### src/design/dspt_pkg.sv
// ----------------------------------------------------------------------------
// dspt_pkg: shared types and constants for the dual sensor position tracker
// Level quantizer constants, position rule thresholds, lane status word and
// the controller state encoding.
// ----------------------------------------------------------------------------
package dspt_pkg;

    // Quantized level range 0..LEVEL_TOP
    localparam int LEVEL_BITS  = 5;
    localparam int LEVEL_TOP   = 29;

    // Rule thresholds
    localparam int LOW_EDGE    = 2;
    localparam int MID_EDGE    = 1;
    localparam int B_HIGH_EDGE = 18;
    localparam int A_HIGH_EDGE = 25;

    // Position counter width
    localparam int POS_BITS    = 32;

    // Restoring divider: one quotient bit per step
    localparam int QUOT_STEPS  = LEVEL_BITS;
    localparam int STEP_BITS   = $clog2(QUOT_STEPS);

    // Per-lane status toward the controller and merge stage
    typedef struct packed {
        logic                  busy;
        logic                  valid;
        logic [LEVEL_BITS-1:0] level;
    } lane_status_t;

    // Controller states
    typedef enum logic [1:0] {
        ST_IDLE,
        ST_DIVIDE,
        ST_COMMIT
    } ctrl_state_t;

endpackage

### src/design/dspt_lane.sv
// ----------------------------------------------------------------------------
// dspt_lane: one sensor channel quantizer
// Tracks the running peak of the channel and computes
// floor(sample * 29 / peak) with a bit-serial restoring divider.
// ----------------------------------------------------------------------------
module dspt_lane
    import dspt_pkg::*;
#(
    parameter int SAMPLE_BITS = 12
) (
    input  logic                   aclk,
    input  logic                   aresetn,
    input  logic                   start,
    input  logic [SAMPLE_BITS-1:0] sample,
    output lane_status_t           status
);

    localparam int NUM_W = SAMPLE_BITS + LEVEL_BITS;

    logic [SAMPLE_BITS-1:0] peak_reg;
    logic [NUM_W-1:0]       rem_reg;
    logic [NUM_W-1:0]       div_reg;
    logic [LEVEL_BITS-1:0]  quot_reg;
    logic [STEP_BITS-1:0]   step_reg;
    logic                   busy_reg;
    logic                   valid_reg;

    logic [SAMPLE_BITS-1:0] peak_max;
    logic [NUM_W-1:0]       num;
    logic                   fits;
    logic [NUM_W-1:0]       trial;

    // New peak and scaled numerator for the incoming sample
    assign peak_max = (sample > peak_reg) ? sample : peak_reg;
    assign num      = NUM_W'(sample) * NUM_W'(LEVEL_TOP);

    // One restoring step
    assign fits  = (rem_reg >= div_reg);
    assign trial = rem_reg - div_reg;

    // Peak tracker and divider iteration
    always_ff @(posedge aclk) begin
        if (!aresetn) begin
            peak_reg  <= '0;
            busy_reg  <= 1'b0;
            valid_reg <= 1'b0;
        end else if (start) begin
            peak_reg  <= peak_max;
            busy_reg  <= 1'b1;
            valid_reg <= 1'b0;
        end else if (busy_reg && (step_reg == STEP_BITS'(QUOT_STEPS - 1))) begin
            busy_reg  <= 1'b0;
            valid_reg <= 1'b1;
        end
    end

    // Datapath, no reset needed
    always_ff @(posedge aclk) begin
        if (start) begin
            rem_reg  <= num;
            div_reg  <= NUM_W'(peak_max) << (QUOT_STEPS - 1);
            quot_reg <= '0;
            step_reg <= '0;
        end else if (busy_reg) begin
            if (fits) begin
                rem_reg <= trial;
            end
            div_reg  <= div_reg >> 1;
            quot_reg <= {quot_reg[LEVEL_BITS-2:0], fits};
            step_reg <= step_reg + STEP_BITS'(1);
        end
    end

    // Zero peak reads as level 0
    always_comb begin
        status.busy  = busy_reg;
        status.valid = valid_reg;
        status.level = (peak_reg == '0) ? '0 : quot_reg;
    end

endmodule

### src/design/dspt_merge.sv
// ----------------------------------------------------------------------------
// dspt_merge: combines the two lane levels into a position update
// Holds the previous levels and the saturating position count, picks the
// first matching rule and applies the signed level change.
// ----------------------------------------------------------------------------
module dspt_merge
    import dspt_pkg::*;
(
    input  logic                       aclk,
    input  logic                       aresetn,
    input  logic                       commit,
    input  logic [LEVEL_BITS-1:0]      level_a,
    input  logic [LEVEL_BITS-1:0]      level_b,
    output logic signed [POS_BITS-1:0] position_new,
    output logic                       moved
);

    localparam int DW = LEVEL_BITS + 2;

    logic [LEVEL_BITS-1:0]      last_a_reg;
    logic [LEVEL_BITS-1:0]      last_b_reg;
    logic signed [POS_BITS-1:0] pos_reg;

    logic [LEVEL_BITS:0]   chg_a;
    logic [LEVEL_BITS:0]   chg_b;
    logic [DW-1:0]         delta;
    logic                  changed;
    logic [POS_BITS:0]     sum;

    // Signed level changes (two's complement, one extra bit)
    assign chg_a   = {1'b0, level_a} - {1'b0, last_a_reg};
    assign chg_b   = {1'b0, level_b} - {1'b0, last_b_reg};
    assign changed = (level_a != last_a_reg) || (level_b != last_b_reg);

    // Rule priority
    always_comb begin
        delta = '0;
        if (changed) begin
            if (level_b > level_a && level_b < LEVEL_BITS'(LEVEL_TOP)
                    && level_a < LEVEL_BITS'(LOW_EDGE)) begin
                delta = {chg_b[LEVEL_BITS], chg_b};
            end else if (level_b > level_a && level_a > LEVEL_BITS'(MID_EDGE)
                    && level_b > LEVEL_BITS'(B_HIGH_EDGE)) begin
                delta = {chg_a[LEVEL_BITS], chg_a};
            end else if (level_a > level_b && level_b > LEVEL_BITS'(MID_EDGE)
                    && level_a > LEVEL_BITS'(A_HIGH_EDGE)) begin
                delta = -{chg_b[LEVEL_BITS], chg_b};
            end else if (level_a > level_b && level_a < LEVEL_BITS'(LEVEL_TOP)
                    && level_b < LEVEL_BITS'(LOW_EDGE)) begin
                delta = -{chg_a[LEVEL_BITS], chg_a};
            end
        end
    end

    // Saturating add
    assign sum = {pos_reg[POS_BITS-1], pos_reg}
               + {{(POS_BITS + 1 - DW){delta[DW-1]}}, delta};

    always_comb begin
        if (sum[POS_BITS] != sum[POS_BITS-1]) begin
            position_new = sum[POS_BITS] ? {1'b1, {(POS_BITS-1){1'b0}}}
                                         : {1'b0, {(POS_BITS-1){1'b1}}};
        end else begin
            position_new = sum[POS_BITS-1:0];
        end
    end

    assign moved = (position_new != pos_reg);

    // Tracker state
    always_ff @(posedge aclk) begin
        if (!aresetn) begin
            last_a_reg <= '0;
            last_b_reg <= '0;
            pos_reg    <= '0;
        end else if (commit) begin
            last_a_reg <= level_a;
            last_b_reg <= level_b;
            pos_reg    <= position_new;
        end
    end

endmodule

### src/design/dual_sensor_position_tracker_unit.sv
// Flow: an accepted input word runs through the 5-step bit-serial divider in
// each lane, the controller waits to see both lanes done, then commits; the
// commit is held while the output word has not been taken. A new word is
// accepted only once the controller is back in idle after the commit.
// Reset: aresetn synchronous active low; clears peaks, previous levels,
// position count and all handshake state.
// ----------------------------------------------------------------------------
// dual_sensor_position_tracker_unit: two-channel level quantizer and tracker
// Two divider lanes quantize each channel against its running peak; the
// merge stage updates a saturating position count from the level changes.
// ----------------------------------------------------------------------------
module dual_sensor_position_tracker_unit
    import dspt_pkg::*;
#(
    parameter int SAMPLE_BITS = 12
) (
    input  logic                       aclk,
    input  logic                       aresetn,
    input  logic                       s_valid,
    output logic                       s_ready,
    input  logic [SAMPLE_BITS-1:0]     s_sample_a,
    input  logic [SAMPLE_BITS-1:0]     s_sample_b,
    output logic                       m_valid,
    input  logic                       m_ready,
    output logic [LEVEL_BITS-1:0]      m_level_a,
    output logic [LEVEL_BITS-1:0]      m_level_b,
    output logic signed [POS_BITS-1:0] m_position,
    output logic                       m_moved
);

    ctrl_state_t state_reg;
    ctrl_state_t state_next;

    lane_status_t lane_a;
    lane_status_t lane_b;

    logic                       start;
    logic                       commit;
    logic                       m_valid_reg;
    logic [LEVEL_BITS-1:0]      level_a_reg;
    logic [LEVEL_BITS-1:0]      level_b_reg;
    logic signed [POS_BITS-1:0] position_reg;
    logic                       moved_reg;
    logic signed [POS_BITS-1:0] position_new;
    logic                       moved;

    // Lanes
    dspt_lane #(.SAMPLE_BITS(SAMPLE_BITS)) u_lane_a (
        .aclk    (aclk),
        .aresetn (aresetn),
        .start   (start),
        .sample  (s_sample_a),
        .status  (lane_a)
    );

    dspt_lane #(.SAMPLE_BITS(SAMPLE_BITS)) u_lane_b (
        .aclk    (aclk),
        .aresetn (aresetn),
        .start   (start),
        .sample  (s_sample_b),
        .status  (lane_b)
    );

    // Merge stage
    dspt_merge u_merge (
        .aclk         (aclk),
        .aresetn      (aresetn),
        .commit       (commit),
        .level_a      (lane_a.level),
        .level_b      (lane_b.level),
        .position_new (position_new),
        .moved        (moved)
    );

    // State register
    always_ff @(posedge aclk) begin
        if (!aresetn) begin
            state_reg <= ST_IDLE;
        end else begin
            state_reg <= state_next;
        end
    end

    // Next state and control
    always_comb begin
        state_next = state_reg;
        s_ready    = 1'b0;
        start      = 1'b0;
        commit     = 1'b0;
        unique case (state_reg)
            ST_IDLE: begin
                s_ready = 1'b1;
                if (s_valid) begin
                    start      = 1'b1;
                    state_next = ST_DIVIDE;
                end
            end
            ST_DIVIDE: begin
                if (lane_a.valid && lane_b.valid) begin
                    state_next = ST_COMMIT;
                end
            end
            ST_COMMIT: begin
                if (!m_valid_reg || m_ready) begin
                    commit     = 1'b1;
                    state_next = ST_IDLE;
                end
            end
            default: begin
                state_next = ST_IDLE;
            end
        endcase
    end

    // Output word register
    always_ff @(posedge aclk) begin
        if (!aresetn) begin
            m_valid_reg <= 1'b0;
        end else if (commit) begin
            m_valid_reg <= 1'b1;
        end else if (m_ready) begin
            m_valid_reg <= 1'b0;
        end
    end

    always_ff @(posedge aclk) begin
        if (commit) begin
            level_a_reg  <= lane_a.level;
            level_b_reg  <= lane_b.level;
            position_reg <= position_new;
            moved_reg    <= moved;
        end
    end

    assign m_valid    = m_valid_reg;
    assign m_level_a  = level_a_reg;
    assign m_level_b  = level_b_reg;
    assign m_position = position_reg;
    assign m_moved    = moved_reg;

    // Checks
    a_lanes_in_step: assert property (@(posedge aclk) disable iff (!aresetn)
        (lane_a.busy == lane_b.busy) && (lane_a.valid == lane_b.valid))
        else $error("lanes out of step");

    a_divide_active: assert property (@(posedge aclk) disable iff (!aresetn)
        state_reg == ST_DIVIDE |-> (lane_a.busy || lane_a.valid))
        else $error("divide state with idle lane");

    a_ready_lanes_quiet: assert property (@(posedge aclk) disable iff (!aresetn)
        s_ready |-> !lane_a.busy)
        else $error("input ready while lane busy");

    a_load_from_commit: assert property (@(posedge aclk) disable iff (!aresetn)
        $rose(m_valid_reg) |-> $past(state_reg == ST_COMMIT))
        else $error("output loaded outside commit");

    a_level_range: assert property (@(posedge aclk) disable iff (!aresetn)
        m_valid_reg |-> (level_a_reg <= LEVEL_BITS'(LEVEL_TOP))
                     && (level_b_reg <= LEVEL_BITS'(LEVEL_TOP)))
        else $error("level out of range");

endmodule
### config.mk
export PLATFORM = sky130hd
export DESIGN_NAME = dual_sensor_position_tracker_unit
export DESIGN_NICKNAME = d
export VERILOG_FILES = /design/src/design/dspt_pkg.sv /design/src/design/dspt_lane.sv /design/src/design/dspt_merge.sv /design/src/design/dual_sensor_position_tracker_unit.sv
export SDC_FILE = /design/constraint.sdc
export NUM_CORES = 1
export LEC_CHECK = 0
export ABC_CLOCK_PERIOD_IN_PS = 9300
export BUFFER_PORTS_ARGS = -buffer_cell sky130_fd_sc_hd__buf_2
export CORE_ASPECT_RATIO = 0.5
export CORE_UTILIZATION = 64
export CTS_CLUSTER_DIAMETER = 150
export DETAILED_ROUTE_END_ITERATION = 6
export PLACE_DENSITY = 0.82
export RECOVER_POWER = 50
export SYNTH_ARGS = -nofsm -noshare
export SYNTH_HDL_FRONTEND = slang
export SYNTH_SLANG_ARGS = --single-unit
### constraint.sdc
create_clock -name aclk -period 9.3 [get_ports aclk]
set_clock_uncertainty 0.15 [all_clocks]
set_input_delay 0.93 -clock aclk [delete_from_list [all_inputs] [get_ports aclk]]
set_output_delay 0.93 -clock aclk [all_outputs]
set_load 0.01 [all_outputs]
==> impl_summary.md, run 1 <==
Status
The flow ran to the end, but the final reports show violations. The final reports fail on capacitance limit, slew limit.

Die
The floorplan row count is 40. The core region area is 24300 sq um. The die extent in x is 226 um. The I/O pin total is 73. The floorplan step set the die height to 114 um.

The die covers 25800 sq um. The initial core utilization is 66.1%.

Pwr
Dividing total power by cell area gives a power density of 219 nW/um^2. The worst voltage drop across the vdd grid is 0.000152 V. Summed over all cells, the static leakage comes to about 7.4 nW.

Yosys
Summed over all instances, the cell type with the most area after synthesis is sky130_fd_sc_hd__edfxtp_1. The area share of the largest cell type after synthesis is 18.9%. Yosys mapped a number of flops with a built-in enable equal to 101.

The distinct cell type count after synthesis is 83. By instance count, the leading cell after synthesis is sky130_fd_sc_hd__inv_1. The post-synth design cell area is 16100 sq um.

Synthesis produced a netlist whose cell count is 1834. The Yosys warning count is 0. The number of storage elements in the synthesis netlist is 198. By count the netlist is led by sky130_fd_sc_hd__inv_1, sky130_fd_sc_hd__ha_1, sky130_fd_sc_hd__nor2_1. The share of the Yosys chip area taken by registers is 30.9%. Yosys attributes the largest share of cell area to sky130_fd_sc_hd__edfxtp_1, sky130_fd_sc_hd__ha_1, sky130_fd_sc_hd__dfxtp_1, sky130_fd_sc_hd__fa_1, sky130_fd_sc_hd__inv_1. The fraction of synthesis flops using an asynchronous set or reset pin is 0%. Counting every net in the synthesized netlist gives between 2000 and 2500. The post-synthesis average cell area is 8.77 sq um. In the synthesized netlist the dominant register cell turns out to be sky130_fd_sc_hd__edfxtp_1.

Setup path
The required time of the worst setup path is 9.33 ns. The cell with the largest stage delay on the worst path is sky130_fd_sc_hd__nor4_2. The capturing element type of the critical path is a flop. The worst register-to-register path has a setup slack of 0.99 ns. In this run the worst path has a maximum fanout of 20. For this run, the slowest stage of the critical path takes 0.80 ns. By startpoint and endpoint, the worst setup path is classified as reg2reg. The path depth of the worst reg2reg path is 26. The worst reg2reg path startpoint is u_lane_a.peak_reg[6]$_SDFFE_PN0P_.

The worst setup path is launched from a flop. The critical path launch point is u_lane_a.peak_reg[6]$_SDFFE_PN0P_. The critical path arrival is 8.35 ns. The reg-to-reg critical path endpoint is m_moved$_DFFE_PP_.

Drt
Using the TritonRoute via totals, the vias-per-cell ratio works out to around 6.1. In the final routed layout, each cell accounts on average for 17.7 um. For this block, the initial DRC count from the detailed router was 1297. The length of the first detailed-routing pass in iterations is 6. The number of remaining DRC errors is 0. Wires add up to 39400 um. Detailed routing inserted a total of around 14000 vias. The final antenna-violating net count is 0.

Clock network
The count of clock tree sinks is 198. The CTS tree is done. The maximum clock path buffer count is 2.

The later pin in the worst-skew pair is clocked with a latency of between 0.4 and 0.5 ns. The maximum level of the CTS H-tree is 4. For this design, the CTS-stage hold fixing added 0 buffers. Once the clock tree was built, the resizer swapped 0 gates to a different size. In this run, CTS created clock tree buffers numbering 17. The cell sitting at the root of the clock tree is a sky130_fd_sc_hd__clkbuf_16. The buffer count from post-CTS setup fixing is 0. The clock transition at the registers of the reported paths is 0.07 ns.

Global routing
The total grt overflow is 0. Entering global routing, the biggest net connects 92 pins. Global routing used 31.7% of the available tracks. The number of antenna violations at the first check in global routing is 0. The via count of the first global-routing pass is 13009. The first global-routing pass estimated 64700 um of wire.

Finish
After the flow finishes, the layout carries non-filler instances totaling 2219. The total inserted antenna cells is 0. The post-synthesis to final-layout area growth is 6.39%.

The share of cells above drive strength 1 is between 4 and 5%. Counting the fill cells in the layout gives 1956. The layout net count is 2118.

STA
The measured slew at the worst slew-check pin is 3.59 ns. Adding up every negative setup slack in the final design gives 0 ns. Based on the critical path, the design can be clocked at up to 120 MHz.

Measured against its own limit, the worst slew margin works out to -140%. The final period demand of the worst path is between 8 and 9 ns. Setup repair after global routing left no endpoint under its margin. Of the available clock period, the critical path in the final layout requires 89.4%. The number of endpoints with negative hold slack in the final report is 0.

The final count of pins violating max slew is 319. The total of endpoints with negative setup slack in the final report is 0.

Min path
In this run the worst hold path is classified as reg2reg. The path with the worst hold slack has its endpoint at u_merge.last_a_reg[3]$_SDFFE_PN0P_. The worst hold path begins at u_merge.last_a_reg[3]$_SDFFE_PN0P_. The hold-critical path depth is 2.

Run
Across the run, the number of max-cap violations was 5.

Placed design
The congestion estimate from routability-driven global placement came to 0.971. Summed over all nets, the half-perimeter wirelength after detailed placement is 29700 um. The count of port buffers added during placement is roughly 70.

The total instance count after detailed placement is 2187.
-- per-stage QoR --
step / util, % / hold slack (ns) / power (W) / area [sq um] / setup slack, ns
after floorplan: - / 0.286 / 0.00261 / 16100 / 2.63
after global placement: 68.5 / 0.294 / 0.00301 / 16700 / 1.55
after detailed placement: 68.5 / 0.302 / 0.00304 / 16700 / 1.34
after CTS: 70.6 / 0.313 / 0.00373 / 17200 / 1.29
after global routing: 70.3 / 0.332 / 0.00402 / 17100 / 0.401
final: 70.3 / 0.311 / 0.00375 / 17100 / 0.989
-- cell families after synthesis --
kind of cell	synth area share, %
flip-flops	30.9
multiplexers	4.26
adder cells (fa/ha/maj)	19.1
AND/OR/NAND/NOR	15.6
buffers and inverters	6.52
XOR/XNOR	5.07
AO/OA/AOI/OAI	18.5
-- layer usage --
layer	share of wire, %	vias up	track usage (%)	wire length (um)
met3	5.2	87	5.13	2040
met4	2.6	0	10.6	1040
met1	45	6492	41.7	17700
met2	47	394	53.5	18600
li1	-	6582	-	-
met5	0	-	0	0
-- cell usage in the layout (no fill, tap or decap), types with 9 or more instances in the layout --
cell and n:
sky130_fd_sc_hd__inv_1 203, sky130_fd_sc_hd__ha_1 177, sky130_fd_sc_hd__nor2_1 176, sky130_fd_sc_hd__a21oi_1 139
sky130_fd_sc_hd__nand2_1 136, sky130_fd_sc_hd__edfxtp_1 101, sky130_fd_sc_hd__dfxtp_1 97, sky130_fd_sc_hd__o21ai_0 92
sky130_fd_sc_hd__mux2i_1 64, sky130_fd_sc_hd__xnor2_1 55, sky130_fd_sc_hd__clkbuf_1 54, sky130_fd_sc_hd__nand3_1 46
sky130_fd_sc_hd__fa_1 43, sky130_fd_sc_hd__xor2_1 38, sky130_fd_sc_hd__a21o_1 37, sky130_fd_sc_hd__nor3_1 33
sky130_fd_sc_hd__nand4_1 28, sky130_fd_sc_hd__buf_2 25, sky130_fd_sc_hd__o21a_1 24, sky130_fd_sc_hd__nand2b_1 22
sky130_fd_sc_hd__a211oi_1 21, sky130_fd_sc_hd__o31ai_1 19, sky130_fd_sc_hd__nor2b_1 18, sky130_fd_sc_hd__clkbuf_16 17
sky130_fd_sc_hd__a31oi_1 14, sky130_fd_sc_hd__o211ai_1 13, sky130_fd_sc_hd__nor4_1 11, sky130_fd_sc_hd__or3_1 10
sky130_fd_sc_hd__and3_1 9
-- layout make-up --
| type | instances | area (sq um) | share of cell area (%) |
|---|---|---|---|
| Clock buffer | 19 | 433 | 2.53 |
| Multi-Input combinational cell | 1367 | 10100 | 58.9 |
| Inverter | 203 | 762 | 4.46 |
| Sequential cell | 198 | 4970 | 29.1 |
| Timing Repair Buffer | 83 | 365 | 2.14 |
| Tap cell | 336 | 420 | 2.46 |
| Clock inverter | 13 | 81.3 | 0.475 |
-- report_power, final --
group | total [W] | internal [W] | leakage [nW] | switching, W
Combinational | 0.00192 | 0.000795 | 5.35 | 0.00113
Sequential | 0.00114 | 0.00108 | 1.76 | 0.0000556
Clock | 0.000684 | 0.000341 | 0.252 | 0.000344
Total | 0.00375 | 0.00222 | 7.35 | 0.00153
-- how the worst max path moves through the flow --
stage | endpoint | slack, ns
finish | m_moved$_DFFE_PP_ | 0.99
global placement | m_moved$_DFFE_PP_ | 1.55
global route | m_moved$_DFFE_PP_ | 0.40
floorplan | m_moved$_DFFE_PP_ | 2.63
detailed placement | m_moved$_DFFE_PP_ | 1.34
CTS | m_moved$_DFFE_PP_ | 1.29
-- worst max-delay path, delay by kind of cell, from the launching register on --
| family | cells | cell delay (ns) |
|---|---|---|
| multiplexers | 1 | 0.19 |
| flip-flops | 1 | 0.34 |
| adder cells (fa/ha/maj) | 2 | 0.70 |
| AND/OR/NAND/NOR | 12 | 3.91 |
| AO/OA/AOI/OAI | 9 | 2.05 |
| buffers and inverters | 2 | 0.69 |
Note: power is estimated with default switching activity, not from simulation.
==> run 2, diff against run 1 <==
Settings changed: ABC_AREA set to 1, CORE_ASPECT_RATIO 0.5 to not set, CORE_UTILIZATION 64 to 63, GPL_TIMING_DRIVEN set to 0, PLACE_DENSITY 0.82 to 0.81.
==> run 2 against run 1 <==
The run ends with DRC, capacitance limit, slew limit left. Combinational power is 2% higher. Register-to-register slack better by 0.31 ns. Global-route usage is 0.46 points higher. Die area is 0.42% higher. Count of clock-buffer cells in the layout is 2 lower. Utilization is 0.092 points lower. Highest routed layer unchanged.
==> impl_summary.md, run 2 <==
Status
Outcome: finished, violations left (unchanged). Violated checks: DRC, capacitance limit, slew limit (was capacitance limit, slew limit).

Global routing
The total track usage is 32.1% (was 31.7%). The largest net degree at the start of global routing is 45 (was 92). The via count of the first global-routing pass is 13753 (was 13009). The number of antenna violations at the first check in global routing is 0 (unchanged). The global-route wire length before repair is 66500 um (was 64700 um). The total grt overflow was 0 (unchanged).

Die
The initial core utilization is 64.9% (was 66.1%). The core region area came to 24500 sq um (was 24300 sq um). The floorplan row count is 57 (was 40). The I/O pin total came to 73 (unchanged). The floorplan die area was 25900 sq um (was 25800 sq um). The overall die height came to 161 um (was 114 um).

The die extent in x is 161 um (was 226 um).

Yosys
The fraction of synthesis flops using an asynchronous set or reset pin was 0% (unchanged). Leading post-synthesis cells by cell area: sky130_fd_sc_hd__edfxtp_1, sky130_fd_sc_hd__ha_1, sky130_fd_sc_hd__dfxtp_1, sky130_fd_sc_hd__nand2_1, sky130_fd_sc_hd__inv_1 (was sky130_fd_sc_hd__edfxtp_1, sky130_fd_sc_hd__ha_1, sky130_fd_sc_hd__dfxtp_1, sky130_fd_sc_hd__fa_1, sky130_fd_sc_hd__inv_1). The post-synthesis average cell area came to 7.54 sq um (was 8.77 sq um). The most frequently used flop master after synthesis is sky130_fd_sc_hd__edfxtp_1 (unchanged). The most repeated cell in the gate-level netlist after synthesis was sky130_fd_sc_hd__nand2_1 (was sky130_fd_sc_hd__inv_1). The distinct cell type count after synthesis came to 48 (was 83). The area share of the largest cell type after synthesis was 19.1% (was 18.9%).

The post-synth design cell area is 15900 sq um (was 16100 sq um). The leading area contributor after synthesis is sky130_fd_sc_hd__edfxtp_1 (unchanged). Most instantiated cells after synthesis: sky130_fd_sc_hd__nand2_1, sky130_fd_sc_hd__inv_1, sky130_fd_sc_hd__a21oi_1 (was sky130_fd_sc_hd__inv_1, sky130_fd_sc_hd__ha_1, sky130_fd_sc_hd__nor2_1). The post-synth net total is 2359 (was 2082). The proportion of synthesized chip area in sequential cells was 31.3% (was 30.9%). The number of enable flip-flop cells after synthesis is 101 (unchanged). The Yosys warning count came to 0 (unchanged). The number of storage elements in the synthesis netlist came to 198 (unchanged). The synthesized instance count is 2111 (was 1834).

Finish
The final instance area is 17200 sq um (was 17100 sq um). The area of all sequential standard cells is 4970 sq um (unchanged). The total inserted antenna cells is 0 (unchanged). The area of the multi-input gates was 9260 sq um (was 10100 sq um). The commonest non-fill, non-tap cell in the layout is sky130_fd_sc_hd__nand2_1 (was sky130_fd_sc_hd__inv_1). The share of cells above drive strength 1 is 5.82% (was 4.94%). Most frequent cells in the layout: sky130_fd_sc_hd__nand2_1, sky130_fd_sc_hd__inv_1, sky130_fd_sc_hd__a21oi_1, sky130_fd_sc_hd__ha_1, sky130_fd_sc_hd__o21ai_0 (was sky130_fd_sc_hd__inv_1, sky130_fd_sc_hd__ha_1, sky130_fd_sc_hd__nor2_1, sky130_fd_sc_hd__a21oi_1, sky130_fd_sc_hd__nand2_1).

The utilization after layout was 70.2% (was 70.3%). The number of standard cells in the final layout excluding fillers was 2541 (was 2219). The post-synthesis to final-layout area growth is 8.25% (was 6.39%). The number of filler instances in the final layout is 2142 (was 1956). The layout net count is 2452 (was 2118).

Drt
The via count of the routed design is 14437 (was 13555). The initial DRC count is 1431 (was 1297). The length of the first detailed-routing pass in iterations was 7 (was 6).

The via density per instance is 5.68 (was 6.11). The number of remaining DRC errors is 1 (was 0). The routed length on met1 was 17600 um (was 17700 um). The final antenna-violating net count is 0 (unchanged).

The sum of met2 wire segment lengths after detailed routing came to 20000 um (was 18600 um). The wire length per cell was 16.2 um (was 17.7 um). The uppermost layer routed is met4 (unchanged). The overall routed net length is 41300 um (was 39400 um).

The total met3 wirelength after detailed routing is 2500 um (was 2040 um).

Pwr
The worst voltage drop across the vdd grid is 0.000199 V (was 0.000152 V). The cell area power density is 224 nW/um^2 (was 219 nW/um^2). The total power consumption of the routed design is 0.00385 W (was 0.00375 W). The cell leakage power came to 8.53 nW (was 7.35 nW).

STA
The normalized max-slew margin came to -56.4% (was -140%). The measured slew at the worst slew-check pin came to 2.35 ns (was 3.59 ns). The fmax is 125 MHz (was 120 MHz). RSZ-0062 raised after global routing: no (unchanged). The final count of pins violating max slew is 51 (was 319). The setup TNS was 0 ns (unchanged). The final period demand of the worst path is 8.00 ns (was 8.31 ns). The part of the cycle the worst path needs is 86.0% (was 89.4%). The number of endpoints with negative hold slack in the final report is 0 (unchanged).

The total of endpoints with negative setup slack in the final report is 0 (unchanged).

Placed design
The total half-perimeter wirelength after legalization and detailed placement is 31900 um (was 29700 um). The placed standard-cell area came to 16700 sq um (about the same). The total instance count after detailed placement is 2509 (was 2187). The final weighted congestion in routability-driven placement is 0.936 (was 0.971). The count of port buffers added during placement is 72 (unchanged).

Clock network
The number of hold-repair buffers added at the cts stage is 0 (unchanged). The number of gates resized after cts is 0 (unchanged). The maximum level of the CTS H-tree came to 4 (unchanged). The buffer count from post-CTS setup fixing is 0 (unchanged).

The CTS tree is done (unchanged). The number of buffers added by the clock tree synthesis step was 17 (unchanged). The root buffer cell was sky130_fd_sc_hd__clkbuf_16 (unchanged).

The clock network latency to the later pin of the worst-skew pair was 0.46 ns (was 0.45 ns). The maximum clock path buffer count is 2 (unchanged). The count of clock tree sinks is 198 (unchanged). The clock transition at the registers of the reported paths came to 0.08 ns (was 0.07 ns).

Setup path
The largest delay contributor family on the critical path is simple AND/OR/NAND/NOR gates (unchanged). The required time of the worst setup path came to 9.35 ns (was 9.33 ns). The number of stages on the worst setup path was 37 (was 26).

The start-to-end type of the worst setup path is reg2reg (unchanged). The largest stage delay on the critical path is 1.24 ns (was 0.80 ns). The cell that appears most often on the critical path is sky130_fd_sc_hd__nand2_1. The path depth of the worst reg2reg path is 37 (was 26). The worst reg2reg path startpoint is u_lane_b.peak_reg[4]$_SDFFE_PN0P_ (was u_lane_a.peak_reg[6]$_SDFFE_PN0P_). The capturing element type of the critical path is a flop (unchanged). The largest fanout on the critical path is 17 (was 20). The reg-to-reg setup timing slack is 1.30 ns (was 0.99 ns). The cell with the largest stage delay on the worst path was sky130_fd_sc_hd__nor4_1 (was sky130_fd_sc_hd__nor4_2). The element type at the critical path start is a flop (unchanged). The critical path arrival is 8.05 ns (was 8.35 ns). The sum of buffers and inverters on the critical path is 7 (was 2).

The reg-to-reg critical path endpoint was m_moved$_DFFE_PP_ (unchanged).

Min path
The hold-critical path endpoint is u_lane_a.quot_reg[0]$_SDFFE_PP0P_ (was u_merge.last_a_reg[3]$_SDFFE_PN0P_). The hold-critical path depth came to 2 (unchanged). The class of the tightest hold or removal check is reg2reg (unchanged). The worst hold path startpoint was u_lane_a.quot_reg[0]$_SDFFE_PP0P_ (was u_merge.last_a_reg[3]$_SDFFE_PN0P_).

Run
The max-capacitance violation count is 2 (was 5).
[run 2: cell count changes in the layout (fill, tap and decap cells not counted), moves of 46 or more]
| cell | previous run | this run |
|---|---|---|
| sky130_fd_sc_hd__nand3_1 | 46 | 92 |
| sky130_fd_sc_hd__mux2i_1 | 64 | 0 |
| sky130_fd_sc_hd__a21oi_1 | 139 | 196 |
| sky130_fd_sc_hd__o21ai_0 | 92 | 166 |
| sky130_fd_sc_hd__nor2_1 | 176 | 120 |
| sky130_fd_sc_hd__nand2_1 | 136 | 426 |
| sky130_fd_sc_hd__inv_1 | 203 | 386 |
[run 2: report_power, final]
| group | leakage [nW] | internal, W | switching, W |
|---|---|---|---|
| Clock | 0.292 | 0.000383 | 0.000384 |
| Sequential | 1.76 | 0.00109 | 0.0000379 |
| Combinational | 6.48 | 0.000693 | 0.00127 |
| Total | 8.53 | 0.00216 | 0.00169 |
[run 2: worst reg2reg max path: cells and delay by family (launching register included)]
| family | cells | cell delay, ns |
|---|---|---|
| fa+ha+maj | 2 | 0.45 |
| flops | 1 | 0.31 |
| compound gates | 4 | 1.28 |
| buf+inv | 7 | 1.12 |
| simple gates | 24 | 4.45 |
[run 2: area by class of cell]
class	instances	area share, %
clock inverter	15	0.966
multi-input combinational	1479	53.8
buffer	47	1.31
clock buffer	17	2.47
tap	324	2.35
timing repair buffer	74	1.84
inverter	387	8.43
sequential	198	28.9
[run 2: per-layer routing]
| layer | vias up | GRT usage, % |
|---|---|---|
| met1 | 6700 | 41.1 |
| met3 | 78 | 4.52 |
| met5 | - | 0 |
| li1 | 7145 | - |
| met4 | 0 | 12.0 |
| met2 | 514 | 55.1 |
[run 2: cells by family after synthesis]
logic type / count (synthesis) / share of synthesized area [%]
AO/OA/AOI/OAI: 461 / 15.9
XOR/XNOR: 50 / 2.75
adder cells (fa/ha/maj): 220 / 19.3
buffers and inverters: 434 / 10.5
flip-flops: 198 / 31.3
AND/OR/NAND/NOR: 748 / 20.3
[run 2: per-stage QoR]
step / hold WS, ns / setup WS (ns)
2_1_floorplan: 0.280 / 3.31
3_3_place_gp: 0.296 / 1.02
3_5_place_dp: 0.311 / 2.09
4_1_cts: 0.327 / 2.05
5_1_grt: 0.360 / 0.661
6_report: 0.328 / 1.30
[run 2: how the worst max path moves through the flow]
| stage | slack [ns] | start | endpoint |
|---|---|---|---|
| 2_1_floorplan | 3.31 | u_lane_b.peak_reg[7]$_SDFFE_PN0P_ | m_moved$_DFFE_PP_ |
| 3_3_place_gp | 1.02 | u_lane_b.peak_reg[3]$_SDFFE_PN0P_ | m_moved$_DFFE_PP_ |
| 3_5_place_dp | 2.09 | u_lane_b.peak_reg[4]$_SDFFE_PN0P_ | m_moved$_DFFE_PP_ |
| 4_1_cts | 2.05 | u_lane_b.peak_reg[4]$_SDFFE_PN0P_ | m_moved$_DFFE_PP_ |
| 5_1_grt | 0.66 | u_lane_b.peak_reg[7]$_SDFFE_PN0P_ | m_moved$_DFFE_PP_ |
| 6_report | 1.30 | u_lane_b.peak_reg[4]$_SDFFE_PN0P_ | m_moved$_DFFE_PP_ |
==> run 3, diff against run 2 <==
Settings changed: ABC_CLOCK_PERIOD_IN_PS 9300 to 10260, CORE_MARGIN set to 5, CORE_UTILIZATION 63 to 65, PLACE_DENSITY 0.81 to 0.84.
Clock period 9.3 ns to 10.26 ns, I/O delays scaled along.
==> run 3 against run 2 <==
The run ends with capacitance limit, slew limit left. Combinational power down 9.7%. First-iteration DRC count is 18% lower. Die area rose by 7.0%. Critical endpoint unchanged.
==> impl_summary.md, run 3 (synthesized netlist as in run 2, its figures left out) <==
Status
Outcome: finished, violations left (unchanged). Violated checks: capacitance limit, slew limit (was DRC, capacitance limit, slew limit).

Setup path
The required time of the worst setup path is 10.30 ns (was 9.35 ns). The reg-to-reg critical path endpoint is m_moved$_DFFE_PP_ (unchanged). The capture point of the worst path is m_moved$_DFFE_PP_ (unchanged). The reg-to-reg setup timing slack is 2.20 ns (was 1.30 ns). The largest fanout on the critical path is 17 (unchanged). The critical path arrival was 8.10 ns (was 8.05 ns). The element type at the critical path start is a flop (unchanged).

The start-to-end type of the worst setup path is reg2reg (unchanged). The dominant cell type by count on the critical path is sky130_fd_sc_hd__nand2_1 (unchanged). The path depth of the worst reg2reg path is 35 (was 37). The capturing element type of the critical path is a flop (unchanged).

The worst reg2reg path startpoint is u_lane_b.peak_reg[5]$_SDFFE_PN0P_ (was u_lane_b.peak_reg[4]$_SDFFE_PN0P_). The critical path launch point is u_lane_b.peak_reg[5]$_SDFFE_PN0P_ (was u_lane_b.peak_reg[4]$_SDFFE_PN0P_). The cell with the largest stage delay on the worst path is sky130_fd_sc_hd__nor4_1 (unchanged). The largest stage delay on the critical path was 1.20 ns (was 1.24 ns).

Drt
The via density per instance came to 5.72 (was 5.68). The final antenna-violating net count is 0 (unchanged). The overall routed net length is 41400 um (was 41300 um).

The wire length per cell is 16.3 um (was 16.2 um). The length of the first detailed-routing pass in iterations is 5 (was 7). The via count of the routed design came to 14541 (was 14437). The initial DRC count is 1167 (was 1431). The number of remaining DRC errors is 0 (was 1).

STA
The final critical-path setup slack is 2.20 ns (was 1.30 ns). The setup TNS was 0 ns (unchanged). The final period demand of the worst path is 8.06 ns (was 8.00 ns). The total of endpoints with negative setup slack in the final report came to 0 (unchanged). The normalized max-slew margin was -50.3% (was -56.4%). The part of the cycle the worst path needs is 78.5% (was 86.0%). The measured slew at the worst slew-check pin is 2.26 ns (was 2.35 ns). The final count of pins violating max slew was 49 (was 51). RSZ-0062 raised after global routing: no (unchanged). The fmax is 124 MHz (was 125 MHz).

The number of endpoints with negative hold slack in the final report was 0 (unchanged).

Finish
The number of filler instances in the final layout is 2095 (was 2142). The area of all sequential standard cells was 4970 sq um (unchanged). The post-synthesis to final-layout area growth is 8.24% (was 8.25%). The share of cells above drive strength 1 was 5.82% (unchanged).

Most frequent cells in the layout: sky130_fd_sc_hd__nand2_1, sky130_fd_sc_hd__inv_1, sky130_fd_sc_hd__a21oi_1, sky130_fd_sc_hd__ha_1, sky130_fd_sc_hd__o21ai_0 (unchanged). The commonest non-fill, non-tap cell in the layout is sky130_fd_sc_hd__nand2_1 (unchanged). The area of the multi-input gates is 9260 sq um (unchanged). The layout net count came to 2452 (unchanged).

The total inserted antenna cells is 0 (unchanged).

Die
The overall die height is 166 um (was 161 um). The I/O pin total was 73 (unchanged). The initial core utilization is 65.6% (was 64.9%). The floorplan die area is 27700 sq um (was 25900 sq um).

The floorplan row count came to 57 (unchanged). The die extent in x is 166 um (was 161 um). The core region area is 24200 sq um (was 24500 sq um).

Placed design
The final weighted congestion in routability-driven placement came to 0.938 (was 0.936). The count of port buffers added during placement is 72 (unchanged). The worst slack after detailed placement is 3.01 ns (was 2.09 ns). The total half-perimeter wirelength after legalization and detailed placement is 32300 um (was 31900 um).

Global routing
The largest net degree at the start of global routing came to 43 (was 45). The met1 layer usage reported by global route is 37.3% (was 41.1%). The most used routing layer is met2 (unchanged). The total grt overflow came to 0 (unchanged). The number of antenna violations at the first check in global routing is 0 (unchanged).

The routing usage on met3 is 3.74% (was 4.52%). The met2 demand-to-capacity share in global routing is 52.0% (was 55.1%). The total track usage is 29.5% (was 32.1%).

The via count of the first global-routing pass was 14238 (was 13753). The global-route wire length before repair is 68000 um (was 66500 um).

Clock network
The CTS tree is done (unchanged). The buffer count from post-CTS setup fixing is 0 (unchanged). The number of buffers added by the clock tree synthesis step is 17 (unchanged). The count of clock tree sinks is 198 (unchanged). The number of hold-repair buffers added at the cts stage is 0 (unchanged). The clock transition at the registers of the reported paths is 0.07 ns (was 0.08 ns).

The maximum clock path buffer count is 2 (unchanged). The maximum level of the CTS H-tree came to 4 (unchanged). The root buffer cell is sky130_fd_sc_hd__clkbuf_16 (unchanged). The number of gates resized after cts came to 0 (unchanged). The clock network latency to the later pin of the worst-skew pair is 0.45 ns (was 0.46 ns).

Pwr
The cell area power density is 202 nW/um^2 (was 224 nW/um^2). The cell leakage power was 8.54 nW (was 8.53 nW). The worst voltage drop across the vdd grid is 0.000140 V (was 0.000199 V).

Min path
The class of the tightest hold or removal check is reg2reg (unchanged).

Run
The max-capacitance violation count came to 2 (unchanged).
==> run 3: cell types whose count changed in the layout (fill, tap and decap cells not counted), moves of 2 or more <==
cell	delta
sky130_fd_sc_hd__clkinv_4	-3
sky130_fd_sc_hd__clkbuf_8	+2
sky130_fd_sc_hd__clkinv_8	-2
sky130_fd_sc_hd__inv_8	-2
==> run 3: critical path: cells and delay by family (launching register included) <==
| kind | cells | cell delay (ns) |
|---|---|---|
| flops | 1 | 0.30 |
| simple gates | 22 | 4.27 |
| buf+inv | 6 | 1.06 |
| compound gates | 5 | 1.53 |
| fa+ha+maj | 2 | 0.45 |
==> run 3: worst min-delay path by stage <==
stage | slack (ns) | from | depth (start not counted) | end
CTS | 0.32 | u_lane_a.quot_reg[4]$_SDFFE_PP0P_ | 2 | u_lane_a.quot_reg[4]$_SDFFE_PP0P_
global placement | 0.29 | u_lane_b.quot_reg[4]$_SDFFE_PP0P_ | 2 | u_lane_b.quot_reg[4]$_SDFFE_PP0P_
global route | 0.35 | u_lane_a.valid_reg$_SDFFE_PP0P_ | 2 | u_lane_a.valid_reg$_SDFFE_PP0P_
finish | 0.32 | u_lane_a.quot_reg[4]$_SDFFE_PP0P_ | 2 | u_lane_a.quot_reg[4]$_SDFFE_PP0P_
detailed placement | 0.31 | u_lane_a.quot_reg[4]$_SDFFE_PP0P_ | 2 | u_lane_a.quot_reg[4]$_SDFFE_PP0P_
floorplan | 0.28 | u_lane_b.quot_reg[4]$_SDFFE_PP0P_ | 2 | u_lane_b.quot_reg[4]$_SDFFE_PP0P_
==> run 3: cell type report <==
class	count	area share, %
buffer	47	1.31
clock buffer	20	2.77
clock inverter	12	0.646
inverter	387	8.43
multi-input combinational	1479	53.8
sequential	198	28.9
tap	324	2.35
timing repair buffer	74	1.85
==> run 3: power by group <==
group          internal [W]  switching (W)
Clock              0.000366       0.000319
Combinational      0.000628        0.00114
Sequential         0.000985      0.0000345
==> run 3: layer usage <==
metal | up-vias | part of all wire, %
met5 | - | 0
met4 | 0 | 2.8
met3 | 99 | 6.0
met2 | 521 | 49
met1 | 6764 | 42
li1 | 7157 | -
==> run 3: through the flow <==
step	area, sq um	hold slack [ns]	power [W]	cells	util, %
2_1_floorplan	15900	0.280	0.00233	2111	-
5_1_grt	17200	0.348	0.00373	2541	71.0
3_3_place_gp	16700	0.295	0.00269	2507	68.8
3_5_place_dp	16700	0.306	0.00276	2509	69.0
6_report	17200	0.319	0.00347	2541	71.0
4_1_cts	17300	0.324	0.00344	2541	71.4
